`src/sv/ccp_pkg.sv`:
```
// ----------------------------------------------------------------------------
// ccp_pkg: shared types and constants for the CORDIC cartesian-to-polar core
// Word type carried along the cell chain, arctangent and gain tables.
// ----------------------------------------------------------------------------
package ccp_pkg;

  // field widths
  localparam int IN_W     = 30;
  localparam int RADIUS_W = 30;
  localparam int ANGLE_W  = 28;
  localparam int FRAC_W   = 24;
  // x/y datapath: input magnitude 2^29, times sqrt(2) and CORDIC growth < 2^31
  localparam int XY_W     = 33;
  localparam int GAIN_W   = 25;
  localparam int PROD_W   = XY_W + GAIN_W;
  localparam int MAX_STEPS = 24;

  localparam logic signed [ANGLE_W-1:0] PI_Q24 = 28'sd52707178;

  // atan(2^-i) in Q4.24
  localparam logic signed [ANGLE_W-1:0] ATAN_TAB [MAX_STEPS] = '{
    28'sd13176794, 28'sd7778716, 28'sd4110059, 28'sd2086330, 28'sd1047213,
    28'sd524117,   28'sd262122,  28'sd131069,  28'sd65535,   28'sd32767,
    28'sd16383,    28'sd8191,    28'sd4095,    28'sd2047,    28'sd1023,
    28'sd511,      28'sd255,     28'sd127,     28'sd64,      28'sd31,
    28'sd16,       28'sd8,       28'sd4,       28'sd2
  };

  // gain correction for n steps, indexed by n-1, Q1.24
  localparam logic signed [GAIN_W-1:0] GAIN_TAB [MAX_STEPS] = '{
    25'sd11863283, 25'sd10610843, 25'sd10294029, 25'sd10214538,
    25'sd10194646, 25'sd10189671, 25'sd10188428, 25'sd10188117,
    25'sd10188039, 25'sd10188020, 25'sd10188015, 25'sd10188014,
    25'sd10188013, 25'sd10188013, 25'sd10188013, 25'sd10188013,
    25'sd10188013, 25'sd10188013, 25'sd10188013, 25'sd10188013,
    25'sd10188013, 25'sd10188013, 25'sd10188013, 25'sd10188013
  };

  // word handed from cell to cell
  typedef struct packed {
    logic                      valid;
    logic signed [XY_W-1:0]    x;
    logic signed [XY_W-1:0]    y;
    logic signed [ANGLE_W-1:0] theta;
  } vec_t;

endpackage

```
`src/sv/ccp_cell.sv`:
```
// ----------------------------------------------------------------------------
// ccp_cell: one CORDIC vectoring micro-rotation
// Rotates by +/-atan(2^-STAGE) toward y = 0 and registers the word.
// ----------------------------------------------------------------------------
module ccp_cell #(
  parameter int STAGE = 0
) (
  input  logic          clk,
  input  logic          rst_n,
  input  ccp_pkg::vec_t vec_in,
  output ccp_pkg::vec_t vec_out
);

  localparam logic signed [ccp_pkg::ANGLE_W-1:0] ATAN = ccp_pkg::ATAN_TAB[STAGE];

  ccp_pkg::vec_t vec_r;
  ccp_pkg::vec_t vec_nxt;

  logic signed [ccp_pkg::XY_W-1:0] xs;
  logic signed [ccp_pkg::XY_W-1:0] ys;
  logic                            y_neg;

  // micro-rotation; arithmetic shift floors
  always_comb begin
    xs     = $signed(vec_in.x) >>> STAGE;
    ys     = $signed(vec_in.y) >>> STAGE;
    y_neg  = vec_in.y[ccp_pkg::XY_W-1];
    vec_nxt.valid = vec_in.valid;
    if (y_neg) begin
      vec_nxt.theta = $signed(vec_in.theta) - ATAN;
      vec_nxt.x     = $signed(vec_in.x) - ys;
      vec_nxt.y     = $signed(vec_in.y) + xs;
    end else begin
      vec_nxt.theta = $signed(vec_in.theta) + ATAN;
      vec_nxt.x     = $signed(vec_in.x) + ys;
      vec_nxt.y     = $signed(vec_in.y) - xs;
    end
  end

  // valid resets, payload free-runs
  always_ff @(posedge clk) begin
    if (!rst_n) begin
      vec_r.valid <= 1'b0;
    end else begin
      vec_r.valid <= vec_nxt.valid;
    end
    vec_r.x     <= vec_nxt.x;
    vec_r.y     <= vec_nxt.y;
    vec_r.theta <= vec_nxt.theta;
  end

  assign vec_out = vec_r;

endmodule

```
`config.mk`:
```
export PLATFORM = sky130hd
export DESIGN_NAME = ccp_cell
export DESIGN_NICKNAME = d
export VERILOG_FILES = /design/src/sv/ccp_pkg.sv /design/src/sv/ccp_cell.sv
export SDC_FILE = /design/constraint.sdc
export NUM_CORES = 1
export LEC_CHECK = 0
export BUFFER_PORTS_ARGS = -buffer_cell sky130_fd_sc_hd__buf_2
export CAP_MARGIN = 20
export CORE_UTILIZATION = 28
export CTS_CLUSTER_SIZE = 25
export DETAILED_ROUTE_END_ITERATION = 10
export PLACE_DENSITY = 0.51
export SLEW_MARGIN = 25
export SYNTH_ARGS = -nofsm -noshare
export SYNTH_HDL_FRONTEND = slang
export SYNTH_SLANG_ARGS = --single-unit
```
`constraint.sdc`:
```
create_clock -name clk -period 7 [get_ports clk]
set_clock_uncertainty 0.2 [all_clocks]
set_input_delay 1.4 -clock clk [delete_from_list [all_inputs] [get_ports clk]]
set_output_delay 1.4 -clock clk [all_outputs]
set_load 0.1 [all_outputs]
```
==> summary by stage <==
Synth
The most used flip-flop cell after synthesis is sky130_fd_sc_hd__dfxtp_1. Yosys mapped a number of flops with a built-in enable equal to 0. The number of warnings issued by yosys is 0. For this run, asynchronously set or reset flops after synthesis account for 0%. The distinct cell type count of the synthesized netlist is 68. In the post-synthesis netlist, the biggest area contributors are sky130_fd_sc_hd__dfxtp_1 22%, sky130_fd_sc_hd__ha_1 19%, sky130_fd_sc_hd__a21oi_1 7.9%, sky130_fd_sc_hd__xnor2_1 7.8%, sky130_fd_sc_hd__inv_1 4.4%. The total of flip-flops plus latches after synthesis is 94.

The area of the mapped netlist is 8540 µm². In the synthesized netlist, the number of instances is 1085. In the synthesized netlist, the cells that appear most often are 134 x sky130_fd_sc_hd__a21oi_1, 130 x sky130_fd_sc_hd__ha_1, 101 x sky130_fd_sc_hd__inv_1, 94 x sky130_fd_sc_hd__dfxtp_1, 91 x sky130_fd_sc_hd__nor2_1. The most repeated cell in the gate-level netlist after synthesis is sky130_fd_sc_hd__a21oi_1. The synthesized design devotes to its leading area cell type 22.0% of total area. When the netlist entered floorplanning its net count stood at about 1.3k.

The most area-hungry cell type in the Yosys netlist is sky130_fd_sc_hd__dfxtp_1. Of the synthesized area, sequential elements account for 22.0%. Averaged over all synthesized cells, the footprint is between 7 and 8 µm².

Place
The detailed-placement wirelength estimate is 22200 µm. The congestion estimate from routability-driven global placement came to around 0.89. The count of input and output buffers is 191.

Timing
The total setup violations reported at the end of the flow is 0. The post-route fraction of the period consumed by the critical path is roughly two thirds. At the pin with the least slew margin, the transition time is 0.818 ns. Setup repair after global routing left no endpoint under its margin. The number of max-slew violations in the final report is 0. Based on the critical path, the design can be clocked at up to ~0.21 GHz.

The final setup TNS is 0 ns. The worst path in the final design needs a cycle of 4.77 ns, including I/O delays and setup. Measured against its own limit, the worst slew margin works out to 44.0%. The number of endpoints with negative hold slack in the final report was 0.

Power and ir drop
After layout, the design draws a total of 2.96 mW. The analysis attributes to cell leakage a power of roughly 4.9 nW. For this design the ratio of total power to cell area is about 300 nW/µm².

Across the VDD grid, the largest voltage drop is a little over 0.0002 V.

Setup path
The cell with the largest stage delay on the worst path is sky130_fd_sc_hd__buf_2. The highest fanout seen on the critical path is 41. The critical path is of the input port to flip-flop type.

The critical path goes through buf_2 -> inv_2 -> buf_4 -> ha_1 -> and3_1 -> a221o_1 -> nand3_1 -> o21ai_0 -> a41oi_1 -> a21oi_1 -> a211o_1 -> a21oi_1 -> xnor2_1. The most frequent cell on the critical path is sky130_fd_sc_hd__a21oi_1. For the worst setup path, the data required time is 7.10 ns. Among cell families on the critical path, the largest total delay comes from compound AO/OA/AOI/OAI gates. The worst setup path is launched from an input port. On the worst path, the slowest cell contributes a delay of just over 0.6 ns.

Counting both buffers and inverters, the worst setup path holds a total of 3. STA puts the critical path data arrival time at around 5 ns. STA classifies the critical path endpoint as a flip-flop.

Floorplan
The area of the die is 31200 µm². The total core area is 29800 µm². During I/O placement, the number of pins put on the boundary was roughly 190. Measured along the y axis, the die boundary spans ~180 µm. For this configuration, the core starts out at a cell density of approximately 29%. The number of placement rows is 63. The die is ~180 µm wide.

Route
The detailed router finished its first iteration with 638 violations. In the final routed layout, each cell accounts on average for 16.8 µm. Wires add up to 27600 µm.

The post-detailed-route DRC marker count is 0. The routed via count is ~8.4k. After detailed routing, the number of vias per cell comes to 5.08.

The count of nets left with antenna violations once routing finished came out at 0. The first-pass iteration count of the detailed router is 5.

CTS
The count of hold-fix buffers inserted at cts is 0. Counting every sink on the clock net gives 94. Clock-pin slew was measured on the worst setup and hold paths at 0.08 ns. No sink is reached through more buffers than the 2 on the longest clock path. After clock tree synthesis, the setup repair step added 0 buffers. The cell chosen for the clock root is sky130_fd_sc_hd__clkbuf_16.

Gates resized during post-CTS repair numbered 0. The maximum level of the CTS H-tree is 3. The CTS buffer count is 9. The TritonCTS clock tree is yes.

Min path
The class of the tightest hold or removal check is input port to flip-flop.

Finish
The fraction of layout cells with a size suffix above 1 is 18.9%. Compared with the post-synthesis result, the final layout area differs by 19.0%. The register with the most flip-flops in the layout has 94 of them.

The post-layout net count is 1482.

Global route
The via count of the first global-routing pass came to 7751. The total track usage is 17.5%. Global routing finished with a remaining overflow of 0. The number of antenna violations at the first check in global routing is 1. Entering global routing, the biggest net connects 59 pins.

The first-pass GRT wire length is 42600 µm.

Status
The flow ran to the end, and the final reports show no timing, DRC or antenna violations.

Flow run
Across the run, the number of max-cap violations was 0.
==> layer usage <==
metal / GRT usage (%) / vias up / part of all wire, %
met1: 24.4 / 3940 / 48
met4: 4.13 / 2 / 0.92
li1: - / 4124 / -
met2: 27.7 / 281 / 45
met3: 3.16 / 24 / 6.1
met5: 0 / - / 0.043
==> cells by family (layout without fill, tap and decap cells) <==
kind of cell	count (synthesis)	count (layout)	synth area share [%]
XOR/XNOR	86	86	8.82
multiplexers	16	16	1.87
buffers and inverters	154	325	7.04
AO/OA/AOI/OAI	367	367	27.1
other	0	1	0
flip-flops	94	94	22.0
adder cells (fa/ha/maj)	134	134	20.0
AND/OR/NAND/NOR	234	234	13.2
==> area by class of cell <==
| cell class | instances | area [µm²] |
|---|---|---|
| fill | 3207 | 19600 |
| multi-input combinational | 837 | 6060 |
| sequential | 94 | 1880 |
| timing repair buffer | 193 | 971 |
| tap | 390 | 488 |
| inverter | 116 | 435 |
| clock buffer | 9 | 225 |
| clock inverter | 7 | 104 |
| antenna | 1 | 2.50 |
==> stage by stage <==
stage	hold slack [ns]	setup WS [ns]	std cells	cell area (µm²)	util, %
final	0.940	2.23	1647	10200	34.1
after CTS	0.919	2.21	1646	10200	34.1
after detailed placement	1.31	1.82	1630	9840	33.0
after global placement	1.31	1.86	1630	9840	33.0
after floorplan	1.23	2.63	1085	8540	-
after global routing	0.926	1.94	1646	10200	34.1
==> worst paths after layout <==
| check | from | endpoint | slack, ns | cells past startpoint |
|---|---|---|---|---|
| max | vec_in[60] | vec_out[27] | 2.23 | 13 |
| min | vec_in[0] | vec_out[0] | 0.94 | 1 |
==> power breakdown <==
| part | switching [mW] | internal, mW |
|---|---|---|
| combinational | 1.36 | 0.345 |
| clock | 0.243 | 0.319 |
| sequential | 0.0380 | 0.659 |
| total | 1.64 | 1.32 |
==> cell usage in the layout (no fill, tap or decap), types with 23 or more instances in the layout <==
cell / n
sky130_fd_sc_hd__a21o_1: 33
sky130_fd_sc_hd__a21oi_1: 134
sky130_fd_sc_hd__buf_2: 191
sky130_fd_sc_hd__dfxtp_1: 94
sky130_fd_sc_hd__ha_1: 130
sky130_fd_sc_hd__inv_1: 101
sky130_fd_sc_hd__nand2_1: 38
sky130_fd_sc_hd__nor2_1: 91
sky130_fd_sc_hd__o21ai_0: 66
sky130_fd_sc_hd__o21bai_1: 23
sky130_fd_sc_hd__xnor2_1: 76
(Power assumes the default switching activity.)
