===== src/sv/ccp_pkg.sv =====
// ----------------------------------------------------------------------------
// ccp_pkg: shared types and constants for the CORDIC cartesian-to-polar core
// Word type carried along the cell chain, arctangent and gain tables.
// ----------------------------------------------------------------------------
package ccp_pkg;

  // field widths
  localparam int IN_W     = 30;
  localparam int RADIUS_W = 30;
  localparam int ANGLE_W  = 28;
  localparam int FRAC_W   = 24;
  // x/y datapath: input magnitude 2^29, times sqrt(2) and CORDIC growth < 2^31
  localparam int XY_W     = 33;
  localparam int GAIN_W   = 25;
  localparam int PROD_W   = XY_W + GAIN_W;
  localparam int MAX_STEPS = 24;

  localparam logic signed [ANGLE_W-1:0] PI_Q24 = 28'sd52707178;

  // atan(2^-i) in Q4.24
  localparam logic signed [ANGLE_W-1:0] ATAN_TAB [MAX_STEPS] = '{
    28'sd13176794, 28'sd7778716, 28'sd4110059, 28'sd2086330, 28'sd1047213,
    28'sd524117,   28'sd262122,  28'sd131069,  28'sd65535,   28'sd32767,
    28'sd16383,    28'sd8191,    28'sd4095,    28'sd2047,    28'sd1023,
    28'sd511,      28'sd255,     28'sd127,     28'sd64,      28'sd31,
    28'sd16,       28'sd8,       28'sd4,       28'sd2
  };

  // gain correction for n steps, indexed by n-1, Q1.24
  localparam logic signed [GAIN_W-1:0] GAIN_TAB [MAX_STEPS] = '{
    25'sd11863283, 25'sd10610843, 25'sd10294029, 25'sd10214538,
    25'sd10194646, 25'sd10189671, 25'sd10188428, 25'sd10188117,
    25'sd10188039, 25'sd10188020, 25'sd10188015, 25'sd10188014,
    25'sd10188013, 25'sd10188013, 25'sd10188013, 25'sd10188013,
    25'sd10188013, 25'sd10188013, 25'sd10188013, 25'sd10188013,
    25'sd10188013, 25'sd10188013, 25'sd10188013, 25'sd10188013
  };

  // word handed from cell to cell
  typedef struct packed {
    logic                      valid;
    logic signed [XY_W-1:0]    x;
    logic signed [XY_W-1:0]    y;
    logic signed [ANGLE_W-1:0] theta;
  } vec_t;

endpackage


===== src/sv/ccp_gain.sv =====
// ----------------------------------------------------------------------------
// ccp_gain: CORDIC gain correction
// Multiplies the final x by the gain constant for STEPS micro-rotations.
// ----------------------------------------------------------------------------
module ccp_gain #(
  parameter int STEPS = 24
) (
  input  logic                               clk,
  input  logic                               rst_n,
  input  ccp_pkg::vec_t                      vec_in,
  output logic                               valid_out,
  output logic [ccp_pkg::RADIUS_W-1:0]       radius_out,
  output logic signed [ccp_pkg::ANGLE_W-1:0] angle_out
);

  localparam logic signed [ccp_pkg::GAIN_W-1:0] GAIN = ccp_pkg::GAIN_TAB[STEPS-1];

  logic                                valid_r;
  logic signed [ccp_pkg::PROD_W-1:0]   prod_r;
  logic signed [ccp_pkg::PROD_W-1:0]   prod_nxt;
  logic signed [ccp_pkg::ANGLE_W-1:0]  angle_r;

  // full product, x * K
  assign prod_nxt = ccp_pkg::PROD_W'($signed(vec_in.x)) * ccp_pkg::PROD_W'(GAIN);

  always_ff @(posedge clk) begin
    if (!rst_n) begin
      valid_r <= 1'b0;
    end else begin
      valid_r <= vec_in.valid;
    end
    prod_r  <= prod_nxt;
    angle_r <= vec_in.theta;
  end

  // >> 24 then keep the radius width
  assign valid_out  = valid_r;
  assign radius_out = prod_r[ccp_pkg::FRAC_W +: ccp_pkg::RADIUS_W];
  assign angle_out  = angle_r;

endmodule


===== config.mk =====
export PLATFORM = sky130hd
export DESIGN_NAME = ccp_gain
export DESIGN_NICKNAME = d
export VERILOG_FILES = /design/src/sv/ccp_pkg.sv /design/src/sv/ccp_gain.sv
export SDC_FILE = /design/constraint.sdc
export NUM_CORES = 1
export LEC_CHECK = 0
export BUFFER_PORTS_ARGS = -buffer_cell sky130_fd_sc_hd__buf_2
export CORE_ASPECT_RATIO = 0.75
export CORE_MARGIN = 4
export CORE_UTILIZATION = 66
export CTS_BUF_LIST = sky130_fd_sc_hd__clkbuf_4 sky130_fd_sc_hd__clkbuf_8
export CTS_CLUSTER_DIAMETER = 30
export DETAILED_ROUTE_END_ITERATION = 7
export PLACE_DENSITY = 0.94
export SLEW_MARGIN = 40
export SYNTH_ARGS = -nofsm -noshare
export SYNTH_HDL_FRONTEND = slang
export SYNTH_SLANG_ARGS = --single-unit

===== constraint.sdc =====
create_clock -name clk -period 15.45 [get_ports clk]
set_clock_uncertainty 0.2 [all_clocks]
set_input_delay 1.545 -clock clk [delete_from_list [all_inputs] [get_ports clk]]
set_output_delay 1.545 -clock clk [all_outputs]
set_load 0.05 [all_outputs]

==> key figures, run 1 <==
Timing
  • RSZ-0062 raised after global routing: false
  • Slew of the pin with the lowest slew margin: 0.682 ns
  • Worst hold margin: 1.10 ns
  • Count of final hold-check violations: 0
  • Setup tns final: 0 ns
  • Final Max Tran Viols: 0
  • Final Critical Period: 8.84 ns
  • Relative slew slack: 54.2%
  • Max Freq: 0.113 GHz
  • Setup violations, final: 0
  • Fin crit share: 57.2%

Synth
  • Main combinational cell family by area after synthesis: adder cells
  • Number of flops mapped to enable cells by yosys: 0
  • Post-Syn Area: 16,900 um2
  • Top-count cell post-synth: inv_1
  • Share of the synthesized area in the top cell type: 42.4%
  • Post-Synth Adder-Cell Area: 66.5%
  • Compound-Gate Fraction of Synth Area: 6.78%
  • Synth top area cells: fa_1, ha_1, inv_1, dfxtp_1, xnor2_1
  • Post-synth top cells: inv_1, fa_1, ha_1, xnor2_1, dfxtp_1
  • Number of library cell types mapped by synthesis: 40
  • Simple-gate share of the synthesized area: 2.69%
  • Ys flop type: dfxtp_1
  • Post-synthesis xor/xnor area fraction: 5.76%
  • Yosys reg bits: 59
  • Post-synthesis average cell area: 10.4 um2
  • Synth area leader: fa_1
  • Synth warnings: 0
  • Multiplexer area fraction after synthesis: 0%
  • Instance count of the mapped netlist: 1,629
  • Synth Net Count: 2,409
  • Seq/Total Area, Yosys: 7.00%
  • Ys async rst share: 0%

Route
  • DR WL met2: 19.7 mm
  • DRT Pass-1 Iters: 6
  • ANT nets after route: 0
  • Final routed DRC violation total: 0
  • Vias: 11,927
  • Final wirelength: 45.3 mm
  • Metal3 WL: 6.78 mm
  • DR top layer: met5
  • 1st-iter DRT viols: 929
  • WL per Instance: 21.6 um
  • M1 WL: 17.3 mm
  • Vias per cell: 5.69

Critical path
  • CP max-delay cell: ha_1
  • Crit path buffers/inverters: 5
  • Critical Path Source: vec_in[74]
  • Top Family by Delay on Critical Path: adder cells
  • Most frequent CP cell: fa_1
  • CP startpoint kind: input pin
  • Worst-path fanout max: 9
  • Critical Path AT: 8.90 ns
  • CP Cell Sequence: buf_2 -> ha_1 -> xor2_1 -> ha_1 -> inv_1 -> fa_1 -> fa_1 -> inv_1 -> fa_1 -> fa_1 -> inv_1 -> fa_1 -> inv_1 -> ha_1 -> nand4_1 -> nand3b_1 -> or3_1 -> o32ai_1 -> nor3_1 -> o21ai_2 -> o21ai_2 -> o31ai_1 -> a21oi_1 -> xnor2_1
  • Crit end category: register
  • Critical Path Max Stage Delay: 0.61 ns
  • Critical path class: in -> reg
  • Worst path required time: 15.52 ns

Min path
  • Worst min-delay path class: in -> reg
  • Hold_sp: vec_in[8]

Clock network
  • CTS tree: built
  • Total clock sinks: 59
  • CTS clk-pin slew, worst paths: 0.08 ns
  • # H-tree levels: 3
  • Root Driver: clkbuf_8
  • Postcts setup bufs: 0
  • Hold-fix buffers, CTS: 0
  • Post_cts resized: 0
  • CTS Buf Count: 9
  • Max clock buf depth: 2

Layout
  • ANT cells: 0
  • Reg area: 1180 um2
  • Share of cells above drive strength 1: 8.36%
  • Fin nets: 2,535
  • Multi-input logic area: 13,800 um2
  • Fillers: 1,660
  • Layout area overhead: 7.32%
  • Post-route cell area: 18,100 um2

GRT
  • Largest net degree at the start of global routing: 46
  • Gr usage total: 33.4%
  • Congestion Overflow GR: 0
  • Number of global-route vias before repair: 13,303
  • Initial antenna violation count: 1
  • First-pass GRT wire length: 71.2 mm

Floorplan
  • Die Area: 28,200 um2
  • # rows: 50
  • I/O pins: 156
  • Die height: 147 um
  • Core area: 25,100 um2
  • Initial Util: 67.3%
  • Chip width: 193 um

Place
  • Placed cell area: 17,900 um2
  • # port buffers: 122
  • Routability cong.: 1.04
  • Post-DP HPWL: 39.3 mm

Run
  • Maxcap violations: 0

Run status
  • Status: completed
==> flip-flops by register name, summed over array words and instances, names as in the netlist <==
signal,cells
prod_r,30
angle_out,28
valid_out,1
==> cell usage in the layout (no fill, tap or decap), drive strengths merged, types with 2 or more instances in the layout <==
master  count
fa        358
ha        325
dfxtp      59
inv       498
nand3       6
clkinv      2
a311oi      2
buf       123
nor2       16
nand2b      2
xor2       45
a31o        3
nand2      33
nor2b       4
a22o        5
o21ai      33
a211o       4
or3         4
a21o       52
or2         3
nor3        6
xnor2      66
a31oi       5
nand4       7
o31ai       2
o21a        4
clkbuf     11
bufinv      2
a21oi      49
o211ai      2
and3        3
and2        7
o21bai      9
==> metal layers <==
layer,track usage [%],vias to the layer above
met3,17.0,137
met4,9.09,4
met5,2.97,-
met1,43.4,5907
met2,49.4,666
li1,-,5213
==> logic make-up (layout without fill, tap and decap cells) <==
group	count (synthesis)	after routing
AO/OA/AOI/OAI	176	176
XOR/XNOR	111	111
adder cells (fa/ha/maj)	683	683
buffers and inverters	506	636
flip-flops	59	59
AND/OR/NAND/NOR	94	94
==> cell type report <==
type                    instances  share of cell area, %
well taps                     338                   2.33
clock buffers                  11                  0.835
repair buffers                123                   3.41
flip-flops and latches         59                   6.52
multi-input cells            1064                   76.2
clock inverters                 4                  0.407
inverters                     498                   10.3
==> stage by stage <==
| stage | setup WS [ns] | util [%] | std cells |
|---|---|---|---|
| after floorplan | 7.87 | - | 1629 |
| after global placement | 6.81 | 71.3 | 2082 |
| after detailed placement | 6.44 | 71.3 | 2082 |
| after CTS | 6.79 | 72.2 | 2097 |
| after global routing | 6.38 | 72.2 | 2097 |
| final | 6.61 | 72.2 | 2097 |
==> final timing paths <==
path / endpoint / slack [ns] / cells after the start
hold / removal: angle_out[8]$_DFF_P_ / 1.10 / 1
setup / recovery: prod_r[52]$_DFF_P_ / 6.61 / 24
Power of run 1 is not shown: default switching activity piles up to over one toggle a cycle in this logic, so the estimate is an artifact.
==> run 2: changes to the inputs <==
--- a/config.mk
+++ b/config.mk
@@ -8,11 +8,11 @@
 export BUFFER_PORTS_ARGS = -buffer_cell sky130_fd_sc_hd__buf_2
 export CORE_ASPECT_RATIO = 0.75
 export CORE_MARGIN = 4
-export CORE_UTILIZATION = 66
+export CORE_UTILIZATION = 64
 export CTS_BUF_LIST = sky130_fd_sc_hd__clkbuf_4 sky130_fd_sc_hd__clkbuf_8
 export CTS_CLUSTER_DIAMETER = 30
 export DETAILED_ROUTE_END_ITERATION = 7
-export PLACE_DENSITY = 0.94
+export PLACE_DENSITY = 0.92
 export SLEW_MARGIN = 40
 export SYNTH_ARGS = -nofsm -noshare
 export SYNTH_HDL_FRONTEND = slang
==> constraint.sdc (replaced) <==
create_clock -name clk -period 8.3 [get_ports clk]
set_clock_uncertainty 0.2 [all_clocks]
set_input_delay 0.83 -clock clk [delete_from_list [all_inputs] [get_ports clk]]
set_output_delay 0.83 -clock clk [all_outputs]
set_load 0.05 [all_outputs]
==> key figures, run 2 (synthesis results as in run 1) <==
Run status
  • Status: completed

Timing
  • Count of final hold-check violations: 0
  • RSZ-0062 raised after global routing: false
  • Final Critical Period: 7.75 ns
  • Setup violations, final: 0
  • Relative slew slack: 58.8%
  • Slew of the pin with the lowest slew margin: 0.612 ns
  • Final Max Tran Viols: 0
  • Setup tns final: 0 ns
  • Final worst setup slack: 0.554 ns
  • Max Freq: 0.129 GHz
  • Worst hold margin: 0.376 ns
  • Fin crit share: 93.3%

Route
  • ANT nets after route: 0
  • WL per Instance: 21.4 um
  • Final wirelength: 45.2 mm
  • DRT Pass-1 Iters: 5
  • Vias: 11,764
  • Final routed DRC violation total: 0
  • Vias per cell: 5.58
  • 1st-iter DRT viols: 986

Floorplan
  • Die height: 149 um
  • Initial Util: 65.0%
  • Chip width: 196 um
  • # rows: 51
  • Core area: 26,000 um2
  • I/O pins: 156
  • Die Area: 29,100 um2

GRT
  • Initial antenna violation count: 1
  • First-pass GRT wire length: 71.3 mm
  • Congestion Overflow GR: 0
  • Number of global-route vias before repair: 13,005
  • Largest net degree at the start of global routing: 31
  • Gr usage total: 32.3%

Layout
  • Post-route cell area: 18,100 um2
  • Most common cell after layout, fill and taps aside: inv_1
  • Share of cells above drive strength 1: 8.62%
  • ANT cells: 0
  • Most frequent cells in the layout: inv_1, fa_1, ha_1
  • Top reg by flops: prod_r
  • Fin nets: 2,539
  • Max reg flops: 30
  • Fillers: 1,826
  • Layout area overhead: 7.40%

Critical path
  • CP startpoint kind: input pin
  • CP Cell Sequence: buf_2 -> ha_1 -> xor2_1 -> ha_1 -> inv_1 -> fa_1 -> fa_1 -> inv_1 -> fa_1 -> fa_1 -> inv_1 -> fa_1 -> inv_1 -> ha_1 -> nand4_1 -> nand3b_1 -> or3_1 -> o32ai_1 -> nor3_1 -> o21ai_2 -> o21ai_2 -> o21ai_0 -> a31o_2 -> xor2_1
  • Top Family by Delay on Critical Path: adder cells
  • Crit path buffers/inverters: 5
  • Critical Path Source: vec_in[74]
  • Critical Path AT: 7.83 ns
  • Crit end category: register
  • Critical Path Max Stage Delay: 0.56 ns
  • Critical path class: in -> reg
  • Critical path depth: 24
  • Most frequent CP cell: fa_1
  • Worst-path fanout max: 9
  • CP max-delay cell: ha_1
  • Worst path required time: 8.38 ns

Clock network
  • CTS clk-pin slew, worst paths: 0.08 ns
  • Root Driver: clkbuf_8
  • # H-tree levels: 3
  • Post_cts resized: 0
  • Total clock sinks: 59
  • CTS Buf Count: 9
  • Postcts setup bufs: 0
  • Max clock buf depth: 2
  • CTS tree: built
  • Hold-fix buffers, CTS: 0

Place
  • Routability cong.: 1.06
  • Setup WS pre-CTS: 0.366 ns
  • Post-DP HPWL: 40.0 mm
  • # port buffers: 122
  • Placed cell area: 17,900 um2

Min path
  • Hold_sp: vec_in[11]
  • Hold Crit Depth: 1
  • Worst min-delay path class: in -> reg

Run
  • Maxcap violations: 0
[run 2: cell types whose count changed in the layout (fill, tap and decap cells not counted), sizes merged]
cell      change
clkinvlp      +2
buf           +4
clkbuf        -1
bufinv        -1
inv           +1
[run 2: final timing paths]
path	endpoint	slack (ns)
max	prod_r[46]$_DFF_P_	0.55
min	angle_out[11]$_DFF_P_	0.38
[run 2: area by class of cell]
type / count / area [um2] / area share (%)
Clock inverter: 6 / 63.8 / 0.352
Sequential cell: 59 / 1180 / 6.51
Multi-Input combinational cell: 1064 / 13800 / 76.1
Timing Repair Buffer: 127 / 648 / 3.57
Inverter: 498 / 1870 / 10.3
Clock buffer: 10 / 138 / 0.759
Tap cell: 344 / 430 / 2.37
[run 2: metrics by stage]
step / utilization [%] / cells
5_1_grt: 69.8 / 2108
2_1_floorplan: - / 1629
6_report: 69.8 / 2108
4_1_cts: 69.8 / 2108
3_5_place_dp: 69.1 / 2092
3_3_place_gp: 69.1 / 2092
[run 2: layer usage]
layer  global-route usage (%)  wire length [um]
met1                     43.6             18200
met3                     15.8              6670
met4                     7.05              1020
met2                     47.6             19400
met5                        0                 0
Power of run 2 is left out for the same reason.
